File: config.mk
export PLATFORM = sky130hd
export DESIGN_NAME = time_set_frame_builder_core
export DESIGN_NICKNAME = d
export VERILOG_FILES = /design/src/hdl/tsfb_pkg.sv /design/src/hdl/time_set_frame_builder_core.sv /design/src/hdl/tsfb_byte_sel.sv /design/src/hdl/tsfb_serializer.sv
export SDC_FILE = /design/constraint.sdc
export NUM_CORES = 1
export LEC_CHECK = 0
export BUFFER_PORTS_ARGS = -buffer_cell sky130_fd_sc_hd__buf_4
export CAP_MARGIN = 20
export CORE_ASPECT_RATIO = 1.1
export CORE_UTILIZATION = 45
export CTS_BUF_LIST = sky130_fd_sc_hd__clkbuf_8
export DETAILED_ROUTE_END_ITERATION = 10
export HOLD_SLACK_MARGIN = 0.08
export SLEW_MARGIN = 20
export SYNTH_ARGS = -nofsm -noshare
export SYNTH_HDL_FRONTEND = slang
export SYNTH_SLANG_ARGS = --single-unit
File: constraint.sdc
create_clock -name clk -period 12.3 [get_ports clk]
set_input_delay 0 -clock clk [delete_from_list [all_inputs] [get_ports clk]]
set_output_delay 0 -clock clk [all_outputs]
set_load 0.02 [all_outputs]
File: src/hdl/tsfb_pkg.sv
// ----------------------------------------------------------------------------
// tsfb_pkg
// Types, frame layout constants and CRC byte-update functions shared by the
// time-set frame builder.
// ----------------------------------------------------------------------------
package tsfb_pkg;

	localparam int unsigned FRAME_LEN = 27;
	localparam int unsigned POS_W     = $clog2(FRAME_LEN);

	localparam logic [7:0] HDR_BYTE   = 8'h15;
	localparam logic [7:0] MARK_BYTE  = 8'h80;
	localparam logic [7:0] FIXED_BYTE = 8'h05;

	localparam logic [15:0] CRC16_INIT = 16'hFFFF;
	localparam logic [15:0] CRC16_POLY = 16'hA001;  // reflected form of 0x8005
	localparam logic [7:0]  CRC8_INIT  = 8'h00;
	localparam logic [7:0]  CRC8_POLY  = 8'h01;

	// Frame byte positions
	localparam logic [POS_W-1:0] POS_HDR      = POS_W'(0);
	localparam logic [POS_W-1:0] POS_INV0     = POS_W'(1);
	localparam logic [POS_W-1:0] POS_INV1     = POS_W'(2);
	localparam logic [POS_W-1:0] POS_INV2     = POS_W'(3);
	localparam logic [POS_W-1:0] POS_INV3     = POS_W'(4);
	localparam logic [POS_W-1:0] POS_CTL0     = POS_W'(5);
	localparam logic [POS_W-1:0] POS_CTL1     = POS_W'(6);
	localparam logic [POS_W-1:0] POS_CTL2     = POS_W'(7);
	localparam logic [POS_W-1:0] POS_CTL3     = POS_W'(8);
	localparam logic [POS_W-1:0] POS_MARK     = POS_W'(9);
	localparam logic [POS_W-1:0] POS_OPT0     = POS_W'(10);
	localparam logic [POS_W-1:0] POS_OPT1     = POS_W'(11);
	localparam logic [POS_W-1:0] POS_TIME3    = POS_W'(12);
	localparam logic [POS_W-1:0] POS_TIME2    = POS_W'(13);
	localparam logic [POS_W-1:0] POS_TIME1    = POS_W'(14);
	localparam logic [POS_W-1:0] POS_TIME0    = POS_W'(15);
	localparam logic [POS_W-1:0] POS_FIXED    = POS_W'(19);
	localparam logic [POS_W-1:0] POS_C16_LAST = POS_W'(23);
	localparam logic [POS_W-1:0] POS_C16_HI   = POS_W'(24);
	localparam logic [POS_W-1:0] POS_C16_LO   = POS_W'(25);
	localparam logic [POS_W-1:0] POS_C8       = POS_W'(FRAME_LEN - 1);

	typedef struct packed {
		logic [31:0] inverter_address;
		logic [31:0] controller_address;
		logic [7:0]  option_first;
		logic [7:0]  option_second;
		logic [31:0] unix_time;
	} req_t;

	typedef struct packed {
		logic [7:0]       frame_byte;
		logic [POS_W-1:0] byte_position;
		logic             last_byte;
	} frm_t;

	// Modbus CRC16, LSB first, one byte
	function automatic logic [15:0] crc16_byte(input logic [15:0] acc, input logic [7:0] b);
		logic [15:0] v;
		v = acc ^ {8'h00, b};
		for (int i = 0; i < 8; i++) begin
			if (v[0]) begin
				v = (v >> 1) ^ CRC16_POLY;
			end else begin
				v = v >> 1;
			end
		end
		return v;
	endfunction

	// Unreflected CRC8, MSB first, one byte
	function automatic logic [7:0] crc8_byte(input logic [7:0] acc, input logic [7:0] b);
		logic [7:0] v;
		v = acc ^ b;
		for (int i = 0; i < 8; i++) begin
			if (v[7]) begin
				v = (v << 1) ^ CRC8_POLY;
			end else begin
				v = v << 1;
			end
		end
		return v;
	endfunction

endpackage

File: src/hdl/time_set_frame_builder_core.sv
// ----------------------------------------------------------------------------
// time_set_frame_builder_core
// Builds a 27-byte time-set radio frame per request and streams it out one
// byte per transaction.
// ----------------------------------------------------------------------------
// Each request transaction (inverter address, controller address, two option
// bytes, Unix time) yields 27 byte transactions in frame order, each with its
// position and a last-byte mark on the trailing CRC8. The output register
// moves one byte per cycle while the byte side does not stall, and a waiting
// request is handed to the serialiser in the same cycle that the previous
// frame's last byte leaves it, so frames follow one another with no gap. On
// an idle block a request passes the input register and the serialiser's
// request register before its first byte reaches the output register. One
// request can wait in the input register while a frame is being sent. The
// Modbus CRC16 (bytes 10 to 23) and CRC8 (bytes 0 to 25) are folded one byte
// per unstalled cycle as bytes go out, so no wide CRC logic sits in any path.
module time_set_frame_builder_core
	import tsfb_pkg::*;
(
	input  logic clk,
	input  logic arst_n,
	input  logic req_valid,
	output logic req_stall,
	input  req_t req_data,
	output logic byte_valid,
	input  logic byte_stall,
	output frm_t byte_data
);

	// Input holding register: one request may wait here
	logic in_vld_q;
	req_t in_q;
	logic load_take;

	// Stall only while a request is held and the serialiser cannot take it
	assign req_stall = in_vld_q && !load_take;

	always_ff @(posedge clk or negedge arst_n) begin
		if (!arst_n) begin
			in_vld_q <= 1'b0;
		end else begin
			if (req_valid && !req_stall) begin
				in_vld_q <= 1'b1;
			end else if (load_take) begin
				in_vld_q <= 1'b0;
			end
		end
	end

	always_ff @(posedge clk) begin
		if (req_valid && !req_stall) begin
			in_q <= req_data;
		end
	end

	// Serialise the held request and fold the CRCs
	tsfb_serializer u_serializer (
		.clk        (clk),
		.arst_n     (arst_n),
		.load_valid (in_vld_q),
		.load_req   (in_q),
		.load_take  (load_take),
		.byte_valid (byte_valid),
		.byte_stall (byte_stall),
		.byte_data  (byte_data)
	);

endmodule

File: src/hdl/tsfb_byte_sel.sv
// ----------------------------------------------------------------------------
// tsfb_byte_sel
// Selects the frame byte for one position from the request fields and the
// running CRC values.
// ----------------------------------------------------------------------------
module tsfb_byte_sel
	import tsfb_pkg::*;
(
	input  req_t             req,
	input  logic [POS_W-1:0] pos,
	input  logic [15:0]      crc16,
	input  logic [7:0]       crc8,
	output logic [7:0]       frame_byte
);

	always_comb begin
		unique case (pos)
			POS_HDR:      frame_byte = HDR_BYTE;
			POS_INV0:     frame_byte = req.inverter_address[7:0];
			POS_INV1:     frame_byte = req.inverter_address[15:8];
			POS_INV2:     frame_byte = req.inverter_address[23:16];
			POS_INV3:     frame_byte = req.inverter_address[31:24];
			POS_CTL0:     frame_byte = req.controller_address[7:0];
			POS_CTL1:     frame_byte = req.controller_address[15:8];
			POS_CTL2:     frame_byte = req.controller_address[23:16];
			POS_CTL3:     frame_byte = req.controller_address[31:24];
			POS_MARK:     frame_byte = MARK_BYTE;
			POS_OPT0:     frame_byte = req.option_first;
			POS_OPT1:     frame_byte = req.option_second;
			POS_TIME3:    frame_byte = req.unix_time[31:24];
			POS_TIME2:    frame_byte = req.unix_time[23:16];
			POS_TIME1:    frame_byte = req.unix_time[15:8];
			POS_TIME0:    frame_byte = req.unix_time[7:0];
			POS_FIXED:    frame_byte = FIXED_BYTE;
			POS_C16_HI:   frame_byte = crc16[15:8];
			POS_C16_LO:   frame_byte = crc16[7:0];
			POS_C8:       frame_byte = crc8;
			default:      frame_byte = 8'h00;  // padding
		endcase
	end

endmodule

File: src/hdl/tsfb_serializer.sv
// ----------------------------------------------------------------------------
// tsfb_serializer
// Walks one request through the 27 frame positions, folds each covered byte
// into its running CRCs and holds the result in the output register.
// ----------------------------------------------------------------------------
module tsfb_serializer
	import tsfb_pkg::*;
(
	input  logic clk,
	input  logic arst_n,
	input  logic load_valid,
	input  req_t load_req,
	output logic load_take,
	output logic byte_valid,
	input  logic byte_stall,
	output frm_t byte_data
);

	logic             active_q;
	req_t             req_q;
	logic [POS_W-1:0] pos_q;
	logic [15:0]      crc16_q;
	logic [7:0]       crc8_q;
	logic             out_vld_q;
	frm_t             out_q;

	logic       adv;
	logic       emit;
	logic       last;
	logic [7:0] cur_byte;
	logic       in_c16;

	tsfb_byte_sel u_byte_sel (
		.req        (req_q),
		.pos        (pos_q),
		.crc16      (crc16_q),
		.crc8       (crc8_q),
		.frame_byte (cur_byte)
	);

	assign adv       = !out_vld_q || !byte_stall;
	assign emit      = adv && active_q;
	assign last      = (pos_q == POS_C8);
	assign in_c16    = (pos_q >= POS_OPT0) && (pos_q <= POS_C16_LAST);
	assign load_take = load_valid && (!active_q || (emit && last));

	always_ff @(posedge clk or negedge arst_n) begin
		if (!arst_n) begin
			active_q  <= 1'b0;
			out_vld_q <= 1'b0;
			pos_q     <= '0;
		end else begin
			if (adv) begin
				out_vld_q <= active_q;
			end
			if (load_take) begin
				active_q <= 1'b1;
				pos_q    <= '0;
			end else if (emit) begin
				// drop out of the frame after the CRC8 byte
				active_q <= !last;
				pos_q    <= pos_q + POS_W'(1);
			end
		end
	end

	always_ff @(posedge clk) begin
		if (load_take) begin
			req_q   <= load_req;
			crc16_q <= CRC16_INIT;
			crc8_q  <= CRC8_INIT;
		end else if (emit) begin
			if (in_c16) begin
				crc16_q <= crc16_byte(crc16_q, cur_byte);
			end
			if (!last) begin
				crc8_q <= crc8_byte(crc8_q, cur_byte);
			end
		end
		if (emit) begin
			out_q.frame_byte    <= cur_byte;
			out_q.byte_position <= pos_q;
			out_q.last_byte     <= last;
		end
	end

	assign byte_valid = out_vld_q;
	assign byte_data  = out_q;

endmodule

Yosys cells after proc, flatten, opt, wreduce, memory -nomap -nowiden
Cells that the tools add are included.
Widths: inputs -> output; s select.
- logic and storage cells: 136
- flip-flop bits (word level): 270
- output and inout bits: 16
- $lt $le $gt $ge: 2
- add/sub/neg operators: 1
- multiplexer cells: 65
- equality and inequality tests: 19
- reduce and logical (&&, ||, !) cells: 19
- bitwise operators: 11
- operators with widths (kind ; number):
    $mux 16 ; 29
    $mux 8 ; 21
    $pmux 8 s20 ; 1
    $eq 5x4->1 const B ; 8
    $not 2->3 ; 8
    $eq 5x3->1 const B ; 4
    $eq 5x5->1 const B ; 4
    $xor 16x8->16 ; 1
    $mux 1 ; 12
    $eq 5x2->1 const B ; 2
    $mux 5 ; 2
    $xor 8x8->8 ; 1
    $logic_and 1x1->1 ; 6
    $logic_not 1->1 ; 6
    $add 5x1->5 const B ; 1
    $eq 5x1->1 const B ; 1
    $ge 5x4->1 const B ; 1
    $le 5x5->1 const B ; 1
    $logic_not 5->1 ; 1
    $reduce_and 2->1 ; 2
    $reduce_bool 2->1 ; 2
    $logic_or 1x1->1 ; 2
    $not 1->1 ; 1

Depth between registers and ports, before layout
- word-level depth: 40
- mapped depth: 15
- gate-level depth less buffers: 11

Modules after synthesis
Synthesis repeated with hierarchy kept, for this count alone.
- cell total of the unflattened synthesis: 598
- area total of the unflattened synthesis: 10077.2 µm²
- by module, submodules not included (module ; cells each ; seq. area each (µm²) ; instances ; area each (µm²)):
    tsfb_serializer ; 288 ; 4439.3 ; 1 ; 5288.8
    time_set_frame_builder_core ; 117 ; 3388.2 ; 1 ; 3420.8
    tsfb_byte_sel ; 193 ; 0.0 ; 1 ; 1367.6

Least setup slack after synthesis
No wires, ideal clock.
- path type: reg2reg
- start point: register u_serializer.pos_q[0]
- end point: register u_serializer.req_q[0] in the netlist's numbering, enable pin
- library setup time: 0.520 ns
- slack: 7.053 ns
- arrival time: 4.727 ns
- cell stages (with the launch flop): 11
- data required time: 11.780 ns
- cell sequence: dfrtp_1 > inv_1 > ha_1 > and2b_4 > and2_4 > buf_6 > nand2_1 > nand2_1 > nand2_1 > clkinv_1 > clkbuf_1
- cells in the longest elaborated chain, start to end: 4
- RTL lines (element ; line ; RTL):
    from (decl) ; tsfb_serializer.sv:21 ; logic [POS_W-1:0] pos_q;
    from (signal assigned) ; tsfb_serializer.sv:62 ; pos_q <= pos_q + POS_W'(1);
    $eq 5x5->1 ; tsfb_serializer.sv:43 ; assign last = (pos_q == POS_C8);
    named net u_serializer.last ; tsfb_serializer.sv:29 ; logic last;
    $logic_and 1x1->1 ; tsfb_serializer.sv:45 ; assign load_take = load_valid && (!active_q || (emit && last));
    $logic_or 1x1->1 ; tsfb_serializer.sv:45 ;
    $logic_and 1x1->1 ; tsfb_serializer.sv:45 ;
    named net load_take ; time_set_frame_builder_core.sv:33 ; logic load_take;
    to (signal assigned) ; tsfb_serializer.sv:69 ; req_q <= load_req;
    to (decl) ; tsfb_serializer.sv:20 ; req_t req_q;
The timed path passes the listed nets, and every way through them passes these cells.
A chain may end at the register's enable or synchronous reset.

Final worst setup path
- start point: register u_serializer.pos_q[0]
- end point: register u_serializer.crc16_q[0]
- cells in the longest elaborated chain, start to end: 33
- RTL lines (element ; line ; RTL):
    $eq 5x5->1 (tied with other cells) ; tsfb_byte_sel.sv:17, tsfb_serializer.sv:43 ;
    $pmux 8 s20 ; tsfb_byte_sel.sv:17 ; unique case (pos)
    $xor 16x8->16 ; tsfb_pkg.sv:60 ; v = acc ^ {8'h00, b};
    $mux 16 or $not 2->3 (tied branches) ; n/a ;
    $mux 16, on equally long branches ; tsfb_serializer.sv:73, tsfb_pkg.sv:62 ;
    $mux 16, on equally long branches ; tsfb_serializer.sv:72, tsfb_serializer.sv:73 ;
    $mux 16, on equally long branches ; tsfb_serializer.sv:68, tsfb_serializer.sv:72 ;
    $mux 16 (tied with other cells) ; tsfb_pkg.sv:62 ; if (v[0]) begin
    (+17 left out) ; n/a ;
    $mux 16, on equally long branches ; tsfb_serializer.sv:72, tsfb_serializer.sv:73 ;
    $mux 16, on equally long branches ; tsfb_serializer.sv:68, tsfb_serializer.sv:72 ;
    $not 2->3 (no line) or $mux 16 (tied branches) ; n/a ;
    $mux 16 ; tsfb_pkg.sv:62 ;
    $mux 16 ; tsfb_serializer.sv:73 ; if (in_c16) begin
    $mux 16 ; tsfb_serializer.sv:72 ; end else if (emit) begin
    $mux 16 ; tsfb_serializer.sv:68 ; if (load_take) begin
    $mux 16 ; tsfb_pkg.sv:62 ;
    to (signal assigned) ; tsfb_serializer.sv:74 ; crc16_q <= crc16_byte(crc16_q, cur_byte);
    to (decl) ; tsfb_serializer.sv:22 ; logic [15:0] crc16_q;
Several ways; a longest one is shown, not always the timed one. The select of a mux whose other input is x is not followed.

==> impl_metrics.tcl <==
set metrics [dict create \
    cts-root-buf "clkbuf_8" \
    grt_pass1_wl_um 35100 \
    cts_tree "yes" \
    crit_type "reg2reg" \
    synth-seq-area-share 0.779 \
    timing.slew.headroom 0.281 \
    status "finished clean" \
    maxCapViolCount 0 \
    ant_nets 0 \
    grt_max_degree 97 \
    syn_to_final_growth_pct 32.1 \
    die_height_um 159 \
    ys_ff_latch 270 \
    htreeDepth 2 \
    syn_inst 588 \
    cp-end-kind "register" \
    drive_gt1_frac 0.235 \
    met1_usage 0.265 \
    final_area_um2 13300 \
    grt_pass1_vias 6416 \
    grt_busiest_layer "met2" \
    grt_use_met3 0.0422 \
    insertedDiodeCount 0 \
    crit_required_ns 12.77 \
    syn-num-nets 709 \
    max_stage_delay_ns 0.50 \
    setup_tns_ns 0 \
    drc 0 \
    rsz0062_at_grt "no" \
    worstPathArrival_ns 4.49 \
    dp_hpwl_um 14900 \
    cts_num_sinks 270 \
    worst_pin_slew_ns 1.08 \
    async_flop_share 0.0296 \
    placed_area_um2 11300 \
    p_per_area_nw_per_um2 226 \
    maxSlewViolCount 0 \
    crit_fanout 15 \
    fin_skew_ns 0.0166 \
    fin_crit_ns 4.01 \
    yosys-top-cells-area "edfxtp_1 71%, dfxtp_1 4.8%, dfrtp_1 2.0%" \
    synth_top_area_cell "edfxtp_1" \
    numCtsBuffers 43 \
    viasPerCell 5.11 \
    track_usage 0.208 \
    grt_remaining_overflow 0 \
    setup_violations 0 \
    start_util 0.466 \
    crit_top_cell "ha_1" \
    clkLatencyLatePin_ns 0.54 \
    fin_util 0.615 \
    core_area_um2 21600 \
    ys.warnings.count 0 \
    final_nets 980 \
    critPathSlowestCell "xnor3_2" \
    row_count 56 \
    portBuffers 131 \
    die_w_um 144 \
    synth_edf_count 238 \
    finalCritPeriodShare 0.326 \
    antenna_found_initial 0 \
    crit_chain "ha_1 > and3_1 > ha_1 > a32o_1 > a221o_1 > a2111oi_4 > xnor2_1 > xnor2_2 > xnor3_2 > xor3_1 > o21ai_1" \
    drt_iter0_markers 362 \
    wl_um 23000 \
    clock_path_buffers 3 \
    synth_most_common_cell "edfxtp_1" \
    dominantRegCellSynth "edfxtp_1" \
    ioPinCount 132 \
    post_drt_wl_per_cell_um 19.5 \
    drt-pass1-iter-count 5 \
    peakVddDrop_v 0.000198 \
    synth_commonest_cells "238 x edfxtp_1, 38 x nand2_1, 24 x dfxtp_1, 21 x nand3_1, 21 x nor2_1" \
    synth_cell_types 66 \
    clk_pin_slew_ns 0.07 \
    rrSetupSlack_ns 8.29 \
    gp_congestion 0.880 \
    met2_usage 0.350 \
    via_count 6044 \
    hold_viol 0 \
    syn_area_um2 10100 \
    dieArea_um2 22900 \
    leakage_nw 4.95 \
    fmax_ghz 0.249 \
    synth_top_area_frac 0.711 \
    syn_avg_cell_area_um2 17.1 \
    start_kind "register" \
    hold_class "in2reg" \
]
routing by layer:
metal | wire length (um) | vias up
li1 | - | 2806
met1 | 9380 | 2958
met2 | 11800 | 230
met3 | 1340 | 50
met4 | 561 | 0
met5 | 0 | -
cell families (layout without fill, tap and decap cells):
logic type	count (synthesis)	in the layout	synth area share
xor gates and xnor gates	32	32	0.0331
and+or+nand+nor	129	129	0.0673
adders and majority gates	5	5	0.00622
AOI/OAI and AO/OA	86	86	0.0652
muxes	30	30	0.0319
DFF	270	270	0.779
buffers and inverters	36	340	0.0174
path summary, 6_finish.rpt:
kind | start | endpoint | cells after the start
setup reg to reg | u_serializer.pos_q[0]$_DFFE_PN0P_ | u_serializer.crc16_q[0]$_SDFFE_PP1P_ | 11
hold reg to reg | in_q[88]$_DFFE_PP_ | u_serializer.req_q[88]$_DFFE_PP_ | 0
max in group asynchronous | arst_n | u_serializer.pos_q[3]$_DFFE_PN0P_ | 3
min in group asynchronous | arst_n | u_serializer.pos_q[1]$_DFFE_PN0P_ | 3
hold / removal | req_data[36] | in_q[36]$_DFFE_PP_ | 2
setup / recovery | u_serializer.pos_q[0]$_DFFE_PN0P_ | u_serializer.crc16_q[0]$_SDFFE_PP1P_ | 11
critical path: cells and delay by family (launching register included):
kind,cells,cell delay (ns)
flops,1,0.44
fa+ha+maj,2,0.82
simple gates,1,0.31
compound gates,4,1.08
xor+xnor,4,1.30
report_power, final:
group	leakage (nW)	switching (mW)	internal, mW
clock network	0.466	0.334	0.373
logic	2.04	0.567	0.546
registers	2.44	0.0841	1.10
total	4.95	0.985	2.02
cell usage in the layout, fill, tap and decap left out, types with 3 or more instances in the layout:
master         netlist  final
edfxtp_1           238    238
buf_4                2    134
dlygate4sd3_1        0    117
clkbuf_8             0     47
nand2_1             38     38
inv_1                9     24
dfxtp_1             24     24
nor2_1              21     21
nand3_1             21     21
mux2i_1             20     20
xor2_1              14     14
a22oi_1             13     13
xnor2_1             13     13
o21ai_0             11     11
a21oi_1             11     11
nor2b_1              9      9
a22o_1               9      9
o211ai_1             9      9
clkinv_1             1      9
dfrtp_1              8      8
a32oi_1              7      7
nand2b_1             7      7
and3_1               6      6
mux2_2               5      5
ha_1                 5      5
nand4_1              4      4
nor3_1               4      4
clkinv_2             0      4
and2_4               2      3
and2_1               4      3
mux2_1               3      3
cell type report:
type                    count  area (um^2)
clock buffers              47          647
clock inverters            31          156
flip-flops and latches    270         7830
fillers                  1639         8310
multi-input cells         282         2050
well taps                 290          363
repair buffers            252         2190
inverters                  10         40.0
state kept, by name, summed over array words and instances (netlist names):
signal / count
u_serializer.req_q: 112
u_serializer.crc16_q: 16
u_serializer.crc8_q: 8
u_serializer.byte_valid: 1
in_vld_q: 1
u_serializer.active_q: 1
u_serializer.pos_q: 5
in_q: 112
u_serializer.byte_data: 14
through the flow:
step / power (mW) / hold slack, ns / worst slack, ns / instances
after global placement: 2.26 / -0.175 / 8.41 / 987
after global routing: 3.16 / 0.148 / 8.12 / 1182
final: 3.00 / 0.171 / 8.29 / 1182
after floorplan: 2.02 / -0.296 / 7.05 / 588
after detailed placement: 2.27 / -0.174 / 8.29 / 987
after CTS: 3.02 / 0.136 / 8.30 / 1182
what timing repair did:
action,4_1_cts,5_1_grt
setup buffers,0,0
resized for setup,0,0
hold endpoints to repair,123,0
hold buffers,117,0
setup endpoints to repair,0,0
(Power assumes the default switching activity.)
